$ cat config.mk
export PLATFORM = sky130hd
export DESIGN_NAME = mos_hex_record_decoder
export DESIGN_NICKNAME = d
export VERILOG_FILES = /design/src/mhr_pkg.sv /design/src/mhr_parser.sv /design/src/mos_hex_record_decoder.sv
export SDC_FILE = /design/constraint.sdc
export NUM_CORES = 1
export LEC_CHECK = 0
export ABC_AREA = 1
export BUFFER_PORTS_ARGS = -buffer_cell sky130_fd_sc_hd__buf_2
export CAP_MARGIN = 10
export CORE_AREA = 2 2 107 109
export CTS_BUF_LIST = sky130_fd_sc_hd__clkbuf_4
export DETAILED_ROUTE_END_ITERATION = 16
export DIE_AREA = 0 0 109 111
export PLACE_DENSITY = 0.57
export SETUP_SLACK_MARGIN = 0.2
export SLEW_MARGIN = 20
export SYNTH_ARGS = -nofsm -noshare
export SYNTH_HDL_FRONTEND = slang
export SYNTH_HIERARCHICAL = 1
export SYNTH_SLANG_ARGS = --single-unit
export TNS_END_PERCENT = 1
$ cat constraint.sdc
create_clock -name clk -period 5.99 [get_ports clk]
set_input_delay 0.2995 -clock clk [delete_from_list [all_inputs] [get_ports clk]]
set_output_delay 0.2995 -clock clk [all_outputs]
set_load 0.05 [all_outputs]
$ cat src/mhr_pkg.sv
// Package for the MOS hex record decoder: field widths, character codes,
// parse phase encoding, the result record type and the hex digit decode function.
// Depends on nothing; used by mhr_parser and mos_hex_record_decoder.
package mhr_pkg;

	localparam int CHAR_W = 8;
	localparam int ADDR_W = 16;
	localparam int DATA_W = 8;
	localparam int DPOS_W = 2;
	localparam int LCNT_W = 7;
	localparam int DIG_W  = 6;

	localparam logic [CHAR_W-1:0] CHAR_NEWLINE = 8'd10;
	localparam logic [CHAR_W-1:0] CHAR_0       = 8'd48;
	localparam logic [CHAR_W-1:0] CHAR_9       = 8'd57;
	localparam logic [CHAR_W-1:0] CHAR_UA      = 8'd65;
	localparam logic [CHAR_W-1:0] CHAR_UZ      = 8'd90;
	localparam logic [CHAR_W-1:0] CHAR_LA      = 8'd97;
	localparam logic [CHAR_W-1:0] CHAR_LZ      = 8'd122;

	// Letters map to 10..35, so the offset is the letter base minus ten.
	localparam logic [CHAR_W-1:0] UPPER_OFS = 8'd55;
	localparam logic [CHAR_W-1:0] LOWER_OFS = 8'd87;

	localparam logic [DPOS_W-1:0] DPOS_FIRST  = 2'd0;
	localparam logic [DPOS_W-1:0] DPOS_SECOND = 2'd1;
	localparam logic [DPOS_W-1:0] DPOS_THIRD  = 2'd2;
	localparam logic [DPOS_W-1:0] DPOS_FOURTH = 2'd3;

	typedef enum logic [4:0] {
		PH_SKIP   = 5'b00001,
		PH_COUNT  = 5'b00010,
		PH_ADDR   = 5'b00100,
		PH_DATA   = 5'b01000,
		PH_IGNORE = 5'b10000
	} phase_t;

	typedef struct packed {
		logic              valid;
		logic [ADDR_W-1:0] addr;
		logic [DATA_W-1:0] data;
		logic              last;
	} result_t;

	// Value of one hex-like digit; anything that is not a digit or letter is zero.
	function automatic logic [DIG_W-1:0] digit_value(input logic [CHAR_W-1:0] c);
		logic [CHAR_W-1:0] v;
		begin
			v = '0;
			if (c >= CHAR_0 && c <= CHAR_9) begin
				v = c - CHAR_0;
			end else if (c >= CHAR_UA && c <= CHAR_UZ) begin
				v = c - UPPER_OFS;
			end else if (c >= CHAR_LA && c <= CHAR_LZ) begin
				v = c - LOWER_OFS;
			end
			digit_value = v[DIG_W-1:0];
		end
	endfunction

endpackage

$ cat src/mhr_parser.sv
// Record parser: holds the line state and turns one character into at most
// one memory write request. Depends on mhr_pkg.
module mhr_parser
	import mhr_pkg::*;
#(
	parameter int LINE_LIMIT = 99
) (
	input  logic              clk,
	input  logic              arst_n,
	input  logic              step,
	input  logic [CHAR_W-1:0] char_in,
	output result_t           res
);

	localparam logic [LCNT_W-1:0] LIMIT = LCNT_W'(LINE_LIMIT);

	phase_t              phase_q, phase_n;
	logic [DPOS_W-1:0]   dpos_q, dpos_n;
	logic [DATA_W-1:0]   hi_q, hi_n;
	logic [DATA_W-1:0]   remain_q, remain_n;
	logic [ADDR_W-1:0]   addr_q, addr_n;
	logic [LCNT_W-1:0]   lcnt_q, lcnt_n;

	logic [DIG_W-1:0]    dig;
	logic [DATA_W-1:0]   hi_digit;
	logic [DATA_W-1:0]   pair;

	assign dig      = digit_value(char_in);
	assign hi_digit = {dig[3:0], 4'b0000};
	assign pair     = hi_q + {{(DATA_W-DIG_W){1'b0}}, dig};

	always_comb begin
		phase_n  = phase_q;
		dpos_n   = dpos_q;
		hi_n     = hi_q;
		remain_n = remain_q;
		addr_n   = addr_q;
		lcnt_n   = lcnt_q;
		res      = '0;
		res.addr = addr_q;
		res.data = pair;
		res.last = (remain_q == 8'd1);

		if (char_in == CHAR_NEWLINE) begin
			// A newline ends the line and abandons any open record.
			phase_n = PH_SKIP;
			dpos_n  = DPOS_FIRST;
			hi_n    = '0;
			lcnt_n  = '0;
		end else begin
			case (phase_q)
				PH_SKIP: begin
					phase_n = PH_COUNT;
					dpos_n  = DPOS_FIRST;
				end
				PH_COUNT: begin
					if (dpos_q == DPOS_FIRST) begin
						hi_n   = hi_digit;
						dpos_n = DPOS_SECOND;
					end else begin
						remain_n = pair;
						dpos_n   = DPOS_FIRST;
						phase_n  = (pair == '0) ? PH_IGNORE : PH_ADDR;
					end
				end
				PH_ADDR: begin
					if (dpos_q == DPOS_FIRST || dpos_q == DPOS_THIRD) begin
						hi_n   = hi_digit;
						dpos_n = dpos_q + 2'd1;
					end else if (dpos_q == DPOS_SECOND) begin
						addr_n = {pair, addr_q[DATA_W-1:0]} & 16'hFF00;
						dpos_n = DPOS_THIRD;
					end else begin
						addr_n  = {addr_q[ADDR_W-1:DATA_W], pair};
						dpos_n  = DPOS_FIRST;
						phase_n = PH_DATA;
					end
				end
				PH_DATA: begin
					if (dpos_q == DPOS_FIRST) begin
						hi_n   = hi_digit;
						dpos_n = DPOS_SECOND;
					end else begin
						res.valid = 1'b1;
						addr_n    = addr_q + 16'd1;
						remain_n  = remain_q - 8'd1;
						dpos_n    = DPOS_FIRST;
						if (remain_q == 8'd1) begin
							phase_n = PH_IGNORE;
						end
					end
				end
				default: begin
				end
			endcase

			lcnt_n = lcnt_q + 7'd1;
			if (lcnt_n >= LIMIT) begin
				// Overlong line: start over as if a new line had begun.
				phase_n = PH_SKIP;
				dpos_n  = DPOS_FIRST;
				hi_n    = '0;
				lcnt_n  = '0;
			end
		end
	end

	always_ff @(posedge clk or negedge arst_n) begin
		if (!arst_n) begin
			phase_q  <= PH_SKIP;
			dpos_q   <= DPOS_FIRST;
			hi_q     <= '0;
			remain_q <= '0;
			addr_q   <= '0;
			lcnt_q   <= '0;
		end else if (step) begin
			phase_q  <= phase_n;
			dpos_q   <= dpos_n;
			hi_q     <= hi_n;
			remain_q <= remain_n;
			addr_q   <= addr_n;
			lcnt_q   <= lcnt_n;
		end
	end

`ifndef SYNTHESIS
	a_newline_restarts: assert property (@(posedge clk) disable iff (!arst_n)
		(step && char_in == CHAR_NEWLINE) |=> (phase_q == PH_SKIP && lcnt_q == '0))
		else $error("newline did not restart the line");

	a_line_count_bound: assert property (@(posedge clk) disable iff (!arst_n)
		lcnt_q < LIMIT)
		else $error("line character count reached the limit");

	a_last_closes_record: assert property (@(posedge clk) disable iff (!arst_n)
		(step && res.valid && res.last) |=> (phase_q == PH_IGNORE || phase_q == PH_SKIP))
		else $error("record still open after its last write");
`endif

endmodule

$ cat src/mos_hex_record_decoder.sv
// Top level of the MOS hex record decoder: input register, record parser and
// output register on stream channels. Depends on mhr_pkg and mhr_parser.
//
//   channel | direction | handshake         | payload
//   --------+-----------+-------------------+----------------------------------------
//   s_*     | in        | s_tvalid/s_tready | s_tdata[7:0] character
//   m_*     | out       | m_tvalid/m_tready | m_tdata address, data; m_tlast last byte
//
// A taken character waits in the input register, where the parser updates the line
// state, and its write is then loaded into the output register; one character is
// taken per cycle as long as the result side keeps up.
// A character that yields no write moves on even while the output register holds
// an untaken request; only a write waits for the output register to free up.
// Reset (arst_n low) empties both registers and puts the parser at a line start.
module mos_hex_record_decoder
	import mhr_pkg::*;
#(
	parameter int LINE_LIMIT = 99
) (
	input  logic                     clk,
	input  logic                     arst_n,
	input  logic                     s_tvalid,
	output logic                     s_tready,
	input  logic [CHAR_W-1:0]        s_tdata,   // [7:0] character
	output logic                     m_tvalid,
	input  logic                     m_tready,
	output logic [ADDR_W+DATA_W-1:0] m_tdata,   // [15:0] write_address, [23:16] write_data
	output logic                     m_tlast    // last_of_record
);

	logic              valid_s1;
	logic [CHAR_W-1:0] char_s1;
	logic              valid_s2;
	logic [ADDR_W-1:0] addr_s2;
	logic [DATA_W-1:0] data_s2;
	logic              last_s2;

	result_t           res;
	logic              out_free;
	logic              advance;

	// The character in the input register moves on when it gives no write, or
	// when the output register is empty or being emptied in this cycle.
	assign out_free = !valid_s2 || m_tready;
	assign advance  = valid_s1 && (!res.valid || out_free);
	assign s_tready = !valid_s1 || advance;

	always_ff @(posedge clk or negedge arst_n) begin
		if (!arst_n) begin
			valid_s1 <= 1'b0;
		end else if (s_tready) begin
			valid_s1 <= s_tvalid;
		end
	end

	always_ff @(posedge clk) begin
		if (s_tready && s_tvalid) begin
			char_s1 <= s_tdata;
		end
	end

	mhr_parser #(
		.LINE_LIMIT(LINE_LIMIT)
	) u_parser (
		.clk     (clk),
		.arst_n  (arst_n),
		.step    (advance),
		.char_in (char_s1),
		.res     (res)
	);

	always_ff @(posedge clk or negedge arst_n) begin
		if (!arst_n) begin
			valid_s2 <= 1'b0;
		end else if (advance && res.valid) begin
			valid_s2 <= 1'b1;
		end else if (m_tready) begin
			valid_s2 <= 1'b0;
		end
	end

	always_ff @(posedge clk) begin
		if (advance && res.valid) begin
			addr_s2 <= res.addr;
			data_s2 <= res.data;
			last_s2 <= res.last;
		end
	end

	assign m_tvalid = valid_s2;
	assign m_tdata  = {data_s2, addr_s2};
	assign m_tlast  = last_s2;

`ifndef SYNTHESIS
	a_no_overwrite: assert property (@(posedge clk) disable iff (!arst_n)
		(advance && res.valid) |-> out_free)
		else $error("write request loaded over an untaken request");

	a_empty_takes_input: assert property (@(posedge clk) disable iff (!arst_n)
		!valid_s1 |-> s_tready)
		else $error("empty input register refused a character");

	a_held_without_write: assert property (@(posedge clk) disable iff (!arst_n)
		(valid_s1 && !advance) |=> (valid_s1 && $stable(char_s1)))
		else $error("stalled character lost from the input register");
`endif

endmodule
[Word-level counts from Yosys, hierarchy flattened]
Index checks and enable logic that the tools add are counted.
Storage, ports and cells
  output and inout port bits: 27
  bits of input ports: 12
  bits in registers: 81
Cells by class
  reduce and logical (&&, ||, !) cells: 28
  add/subtract/negate cells: 8
  equality and inequality tests: 19
  mux-type cells: 37
  bitwise gates (word level): 1
  order comparisons: 7
Operators with widths (count)
  2-to-1 mux 16 bit: 3
  2-to-1 mux 8 bit: 6
  2-to-1 mux 5 bit: 8
  case mux 16 bit (2 select lines): 1
  case mux 8 bit (2 select lines): 2
  case mux 5 bit (4 select lines): 1
  2-to-1 mux 6 bit: 3
  adder 16 x 1 -> 16 bit, second input constant: 1
  greater-or-equal comparator 8 x 7 -> 1 bit, second input constant: 2
  <= comparator 8 x 7 -> 1 bit, second input constant: 2
  inequality test 4 x 3 -> 1 bit, second input constant: 4
  2-to-1 mux 7 bit: 2
  subtractor 6 bit, second input constant: 2
  AND reduction 5 bit: 2
  adder 8 x 6 -> 8 bit: 1
  == test 8 x 1 -> 1 bit, second input constant: 1
  == test 8 x 4 -> 1 bit, second input constant: 1
  greater-or-equal comparator 8 x 6 -> 1 bit, second input constant: 1
  <= comparator 8 x 6 -> 1 bit, second input constant: 1
  logical NOT 8 bit: 1
  2-to-1 mux 2 bit: 4
  inequality test 4 x 1 -> 1 bit, second input constant: 2
  subtractor 8 x 1 -> 8 bit, second input constant: 1
  adder 7 x 1 -> 7 bit, second input constant: 1
  other kinds (28): 47

[Longest topological paths before layout]
  depth after elaboration: 12
  gate-level depth with buffers: 20

[By module]
The synthesis kept the hierarchy.
Modules (own cells, without submodules)
  mhr_parser: area an instance 3331.9 sq um, times used 1, seq. area each 1052.3 sq um, cells each 489
  mos_hex_record_decoder: area an instance 1101.1 sq um, times used 1, seq. area each 1041.0 sq um, cells each 48

[Least setup slack after synthesis]
OpenSTA, ideal clock, no wires.
  kind: reg2reg
  start: reg char_s1[5]
  end: reg u_parser.phase_q[2]
  path buffers: 0
  cell stages (with the launch flop): 19
  data arrival time: 2.649 ns
  slack: 3.223 ns
  cells stage by stage: edfxtp_1 inv_1 ha_1 inv_1 nor2_1 nand2_1 nand3_1 nand2_1 nand2_1 nor2_1 o22a_1 fa_1 xnor2_1 nand3_1 nor2_1 nand3_1 or2_1 nand3_1 nand2_1
On the way
  cells in the longest elaborated chain, start to end: 12
  elaborated cells on any way between the ends: 34
Ends and longest elaborated chain
  from (decl): line mos_hex_record_decoder.sv:32  | logic [CHAR_W-1:0] char_s1;
  from (signal assigned): line mos_hex_record_decoder.sv:58  | char_s1 <= s_tdata;
  greater-or-equal comparator 8 x 7 -> 1 bit or <= comparator 8 x 7 -> 1 bit (tied branches): line mhr_pkg.sv:54  | end else if (c >= CHAR_LA && c <= CHAR_LZ) begin
  logical AND 1 bit: line mhr_pkg.sv:54
  2-to-1 mux 6 bit: line mhr_pkg.sv:54
  2-to-1 mux 6 bit: line mhr_pkg.sv:52  | end else if (c >= CHAR_UA && c <= CHAR_UZ) begin
  2-to-1 mux 6 bit: line mhr_pkg.sv:50  | if (c >= CHAR_0 && c <= CHAR_9) begin
  adder 8 x 6 -> 8 bit: line mhr_parser.sv:30  | assign pair = hi_q + {{(DATA_W-DIG_W){1'b0}}, dig};
  logical NOT 8 bit: line mhr_parser.sv:63  | phase_n = (pair == '0) ? PH_IGNORE : PH_ADDR;
  2-to-1 mux 5 bit: line mhr_parser.sv:63
  2-to-1 mux 5 bit: line mhr_parser.sv:57  | if (dpos_q == DPOS_FIRST) begin
  case mux 5 bit (4 select lines): line mhr_parser.sv:51  | case (phase_q)
  2-to-1 mux 5 bit: line mhr_parser.sv:98  | if (lcnt_n >= LIMIT) begin
  2-to-1 mux 5 bit: line mhr_parser.sv:44  | if (char_in == CHAR_NEWLINE) begin
  to (signal assigned): line mhr_parser.sv:117  | phase_q <= phase_n;
  to (decl): line mhr_parser.sv:17  | phase_t phase_q, phase_n;
Parallel ways exist; a longest one is shown, timed or not. The select of a mux whose other input is x is not followed.
A chain may end at the register's enable or synchronous reset.

==> impl_metrics.sql <==
INSERT INTO impl_metrics (metric_group, metric, value, unit) VALUES
('placement', 'numPortBuffers', '38', ''),
('timing', 'final_max_tran_viols', '0', ''),
('power_and_ir_drop', 'total_power', '0.00192', 'W'),
('yosys', 'async_flop_share', '57.1', '%'),
('yosys', 'ys_seq_elements', '77', ''),
('run_status', 'run_status', 'finished clean', ''),
('timing', 'tightest_slew', '1.03', 'ns'),
('layout', 'diodes_inserted', '0', ''),
('floorplan', 'floorplan.initialDensity', '40.0', '%'),
('yosys', 'yosysMostFrequentCell', 'sky130_fd_sc_hd__nand2_1', ''),
('floorplan', 'dieHeight', '111', 'um'),
('layout', 'multi_input_area', '1990', 'um2'),
('power_and_ir_drop', 'power_density', '393', 'nW/um2'),
('clock_tree', 'clock_insertion_delay_at_the_later_pin_of_the_skew_report', '0.44', 'ns'),
('worst_setup_path', 'r2r_cells', '17', ''),
('layout', 'final-instance-count-excl-fill', '727', ''),
('clock_tree', 'worst_setup_hold_path_clk_slew', '0.13', 'ns'),
('floorplan', 'die_area', '12100', 'um2'),
('layout', 'fillCellCount', '1098', ''),
('timing', 'setup_viol', '0', ''),
('yosys', 'synth-warning-count', '6', ''),
('hold_path', 'start_point_of_the_worst_hold_path', 's_tdata[2]', ''),
('worst_setup_path', 'timing.reg2reg.setup_slack', '2.24', 'ns'),
('placement', 'hpwl', '7000', 'um'),
('floorplan', 'die-width', '109', 'um'),
('placement', 'placed_cells_incl_taps', '710', ''),
('worst_setup_path', 'crit_path_start_kind', 'flop', ''),
('timing', 'max_clock_freq', '267', 'MHz'),
('clock_tree', 'postCtsSetupBuffers', '0', ''),
('grt', 'grt_antenna_before_repair', '0', ''),
('yosys', 'synth_top_cell_area_share', '24.3', '%'),
('clock_tree', 'cts_buffers', '9', ''),
('drt', 'vias', '3625', ''),
('worst_setup_path', 'path_class', 'flop to flop', ''),
('drt', 'dr.first_iter.drc_count', '191', ''),
('hold_path', 'worstHoldEndpoint', 'char_s1[2]', ''),
('drt', 'routed_wl', '9630', 'um'),
('layout', 'layout.nets', '612', ''),
('placement', 'gp_congestion', '0.920', ''),
('yosys', 'post-synth-top-area-cell', 'sky130_fd_sc_hd__dfrtp_1', ''),
('grt', 'first_global_vias', '3607', ''),
('floorplan', 'ios', '39', ''),
('timing', 'finalHoldViolCount', '0', ''),
('yosys', 'synth_enable_flop_cells', '33', ''),
('yosys', 'ys.flop_type', 'sky130_fd_sc_hd__dfrtp_1', ''),
('grt', 'grt_max_degree', '45', ''),
('yosys', 'avgSynthCellArea', '8.26', 'um2'),
('yosys', 'adder_cell_fraction_of_synth_area', '6.10', '%'),
('grt', 'grt_pass1_wl', '16700', 'um'),
('job', 'drv_cap', '0', ''),
('clock_tree', 'cts-htree-levels', '3', ''),
('floorplan', 'placement_rows', '39', ''),
('yosys', 'netlist_area', '4430', 'um2'),
('power_and_ir_drop', 'worst_ir_drop_vdd', '0.167', 'mV'),
('yosys', 'post_synth_most_frequent_cells', 'sky130_fd_sc_hd__nand2_1, sky130_fd_sc_hd__inv_1, sky130_fd_sc_hd__nor2_1', ''),
('yosys', 'synth_top_cells_by_area', 'sky130_fd_sc_hd__dfrtp_1, sky130_fd_sc_hd__edfxtp_1, sky130_fd_sc_hd__nand2_1', ''),
('worst_setup_path', 'critPathMaxFanout', '13', ''),
('floorplan', 'core_region_area', '11100', 'um2'),
('timing', 'layout_min_cycle_time', '3.75', 'ns'),
('yosys', 'synth-simple-area-share', '25.1', '%'),
('grt', 'gr-total-overflow', '0', ''),
('drt', 'post_drt_via_cell_ratio', '4.99', ''),
('yosys', 'syn_nets', '570', ''),
('drt', 'wire_per_inst', '13.2', 'um'),
('layout', 'post_route_cells_drive_above_1_share', '14.0', '%'),
('drt', 'number_of_detailed_routing_iterations_run_before_antenna_repair', '5', ''),
('drt', 'drt.antenna.violating_nets', '0', ''),
('yosys', 'fraction_of_synthesized_cell_area_in_xor_and_xnor_cells', '1.58', '%'),
('timing', 'finalClockSkew', '0.0139', 'ns'),
('timing', 'total_negative_slack_for_setup_checks', '0', 'ns'),
('yosys', 'post_synth_inst_count', '537', '');
## how the worst max path moves through the flow
stage                    start             endpoint
detailed placement  char_s1[5]  u_parser/addr_q[13]
global route        char_s1[5]  u_parser/addr_q[14]
floorplan           char_s1[5]  u_parser/phase_q[2]
finish              char_s1[5]  u_parser/addr_q[13]
CTS                 char_s1[5]  u_parser/addr_q[13]
global placement    char_s1[5]  u_parser/addr_q[14]
## through the flow
stage	setup slack [ns]	instance area (um2)	utilization, %
6_report	2.24	4890	44.1
5_1_grt	1.75	4890	44.1
4_1_cts	2.32	4870	44.0
2_1_floorplan	3.22	4430	-
3_5_place_dp	2.33	4760	43.0
3_3_place_gp	2.48	4760	43.0
## flip-flops by register name, summed over array words and instances, names as in the netlist, 2 cells and up
signal and flops:
u_parser/addr_q 16, u_parser/remain_q 8, u_parser/phase_q 5, u_parser/hi_q 4, char_s1 8, data_s2 8
addr_s2 16, u_parser/lcnt_q 7, u_parser/dpos_q 2
## routing by layer
| metal | global-route usage (%) | wire [um] | vias up |
|---|---|---|---|
| li1 | - | - | 1858 |
| met5 | 0 | 0 | - |
| met4 | 7.61 | 199 | 0 |
| met2 | 28.1 | 4640 | 90 |
| met1 | 23.7 | 4340 | 1661 |
| met3 | 2.76 | 447 | 16 |
## logic make-up (layout without fill, tap and decap cells)
family                   after synthesis  count (layout)
XOR/XNOR                               8               8
buffers and inverters                 88             135
AO/OA/AOI/OAI                         97              97
flip-flops                            77              77
AND/OR/NAND/NOR                      246             246
adder cells (fa/ha/maj)               21              21
## where the power goes
group	switching (W)	internal (W)
clock	0.000187	0.0000919
combinational	0.000532	0.000275
sequential	0.000129	0.000707
## critical path: stages (launching register included)
cell and delay [ns]:
sky130_fd_sc_hd__edfxtp_1 0.49, sky130_fd_sc_hd__inv_1 0.17, sky130_fd_sc_hd__ha_1 0.20, sky130_fd_sc_hd__nand2_1 0.07
sky130_fd_sc_hd__nor2_1 0.30, sky130_fd_sc_hd__nand3_2 0.21, sky130_fd_sc_hd__nand2_1 0.10, sky130_fd_sc_hd__nor2_1 0.08
sky130_fd_sc_hd__nand3_1 0.10, sky130_fd_sc_hd__nand2_1 0.05, sky130_fd_sc_hd__inv_1 0.20, sky130_fd_sc_hd__inv_1 0.16
sky130_fd_sc_hd__a31oi_4 0.26, sky130_fd_sc_hd__nand4_2 0.35, sky130_fd_sc_hd__a21oi_2 0.54, sky130_fd_sc_hd__inv_2 0.12
sky130_fd_sc_hd__a21oi_1 0.16, sky130_fd_sc_hd__a21oi_1 0.09
## placed cells by master, fill, tap and decap left out, types with 3 or more instances in the layout
cell / n
sky130_fd_sc_hd__nand2_2: 3
sky130_fd_sc_hd__nand3_2: 3
sky130_fd_sc_hd__inv_1: 70
sky130_fd_sc_hd__nor3_1: 7
sky130_fd_sc_hd__dfrtp_1: 43
sky130_fd_sc_hd__o22ai_1: 3
sky130_fd_sc_hd__nand3_1: 32
sky130_fd_sc_hd__a22oi_1: 4
sky130_fd_sc_hd__clkbuf_4: 11
sky130_fd_sc_hd__nand4_1: 9
sky130_fd_sc_hd__nand2_1: 121
sky130_fd_sc_hd__o21ai_0: 31
sky130_fd_sc_hd__xor2_1: 6
sky130_fd_sc_hd__o21ai_1: 11
sky130_fd_sc_hd__edfxtp_1: 33
sky130_fd_sc_hd__a21oi_1: 38
sky130_fd_sc_hd__ha_1: 20
sky130_fd_sc_hd__nor2_1: 59
sky130_fd_sc_hd__buf_2: 37
sky130_fd_sc_hd__a31oi_1: 3
sky130_fd_sc_hd__inv_2: 7
## layout make-up
cell class              instances  area share [%]
flip-flops and latches         77            42.8
multi-input cells             372            40.8
inverters                      79            6.12
repair buffers                 40            4.30
well taps                     143            3.66
clock buffers                  11            1.69
clock inverters                 5           0.589
## timing repair
| action | in CTS | in global routing |
|---|---|---|
| hold buffers | 0 | 1 |
| gates resized for setup | 0 | 0 |
| hold endpoints to repair | 0 | 43 |
Power figures use the tool's default switching activity.
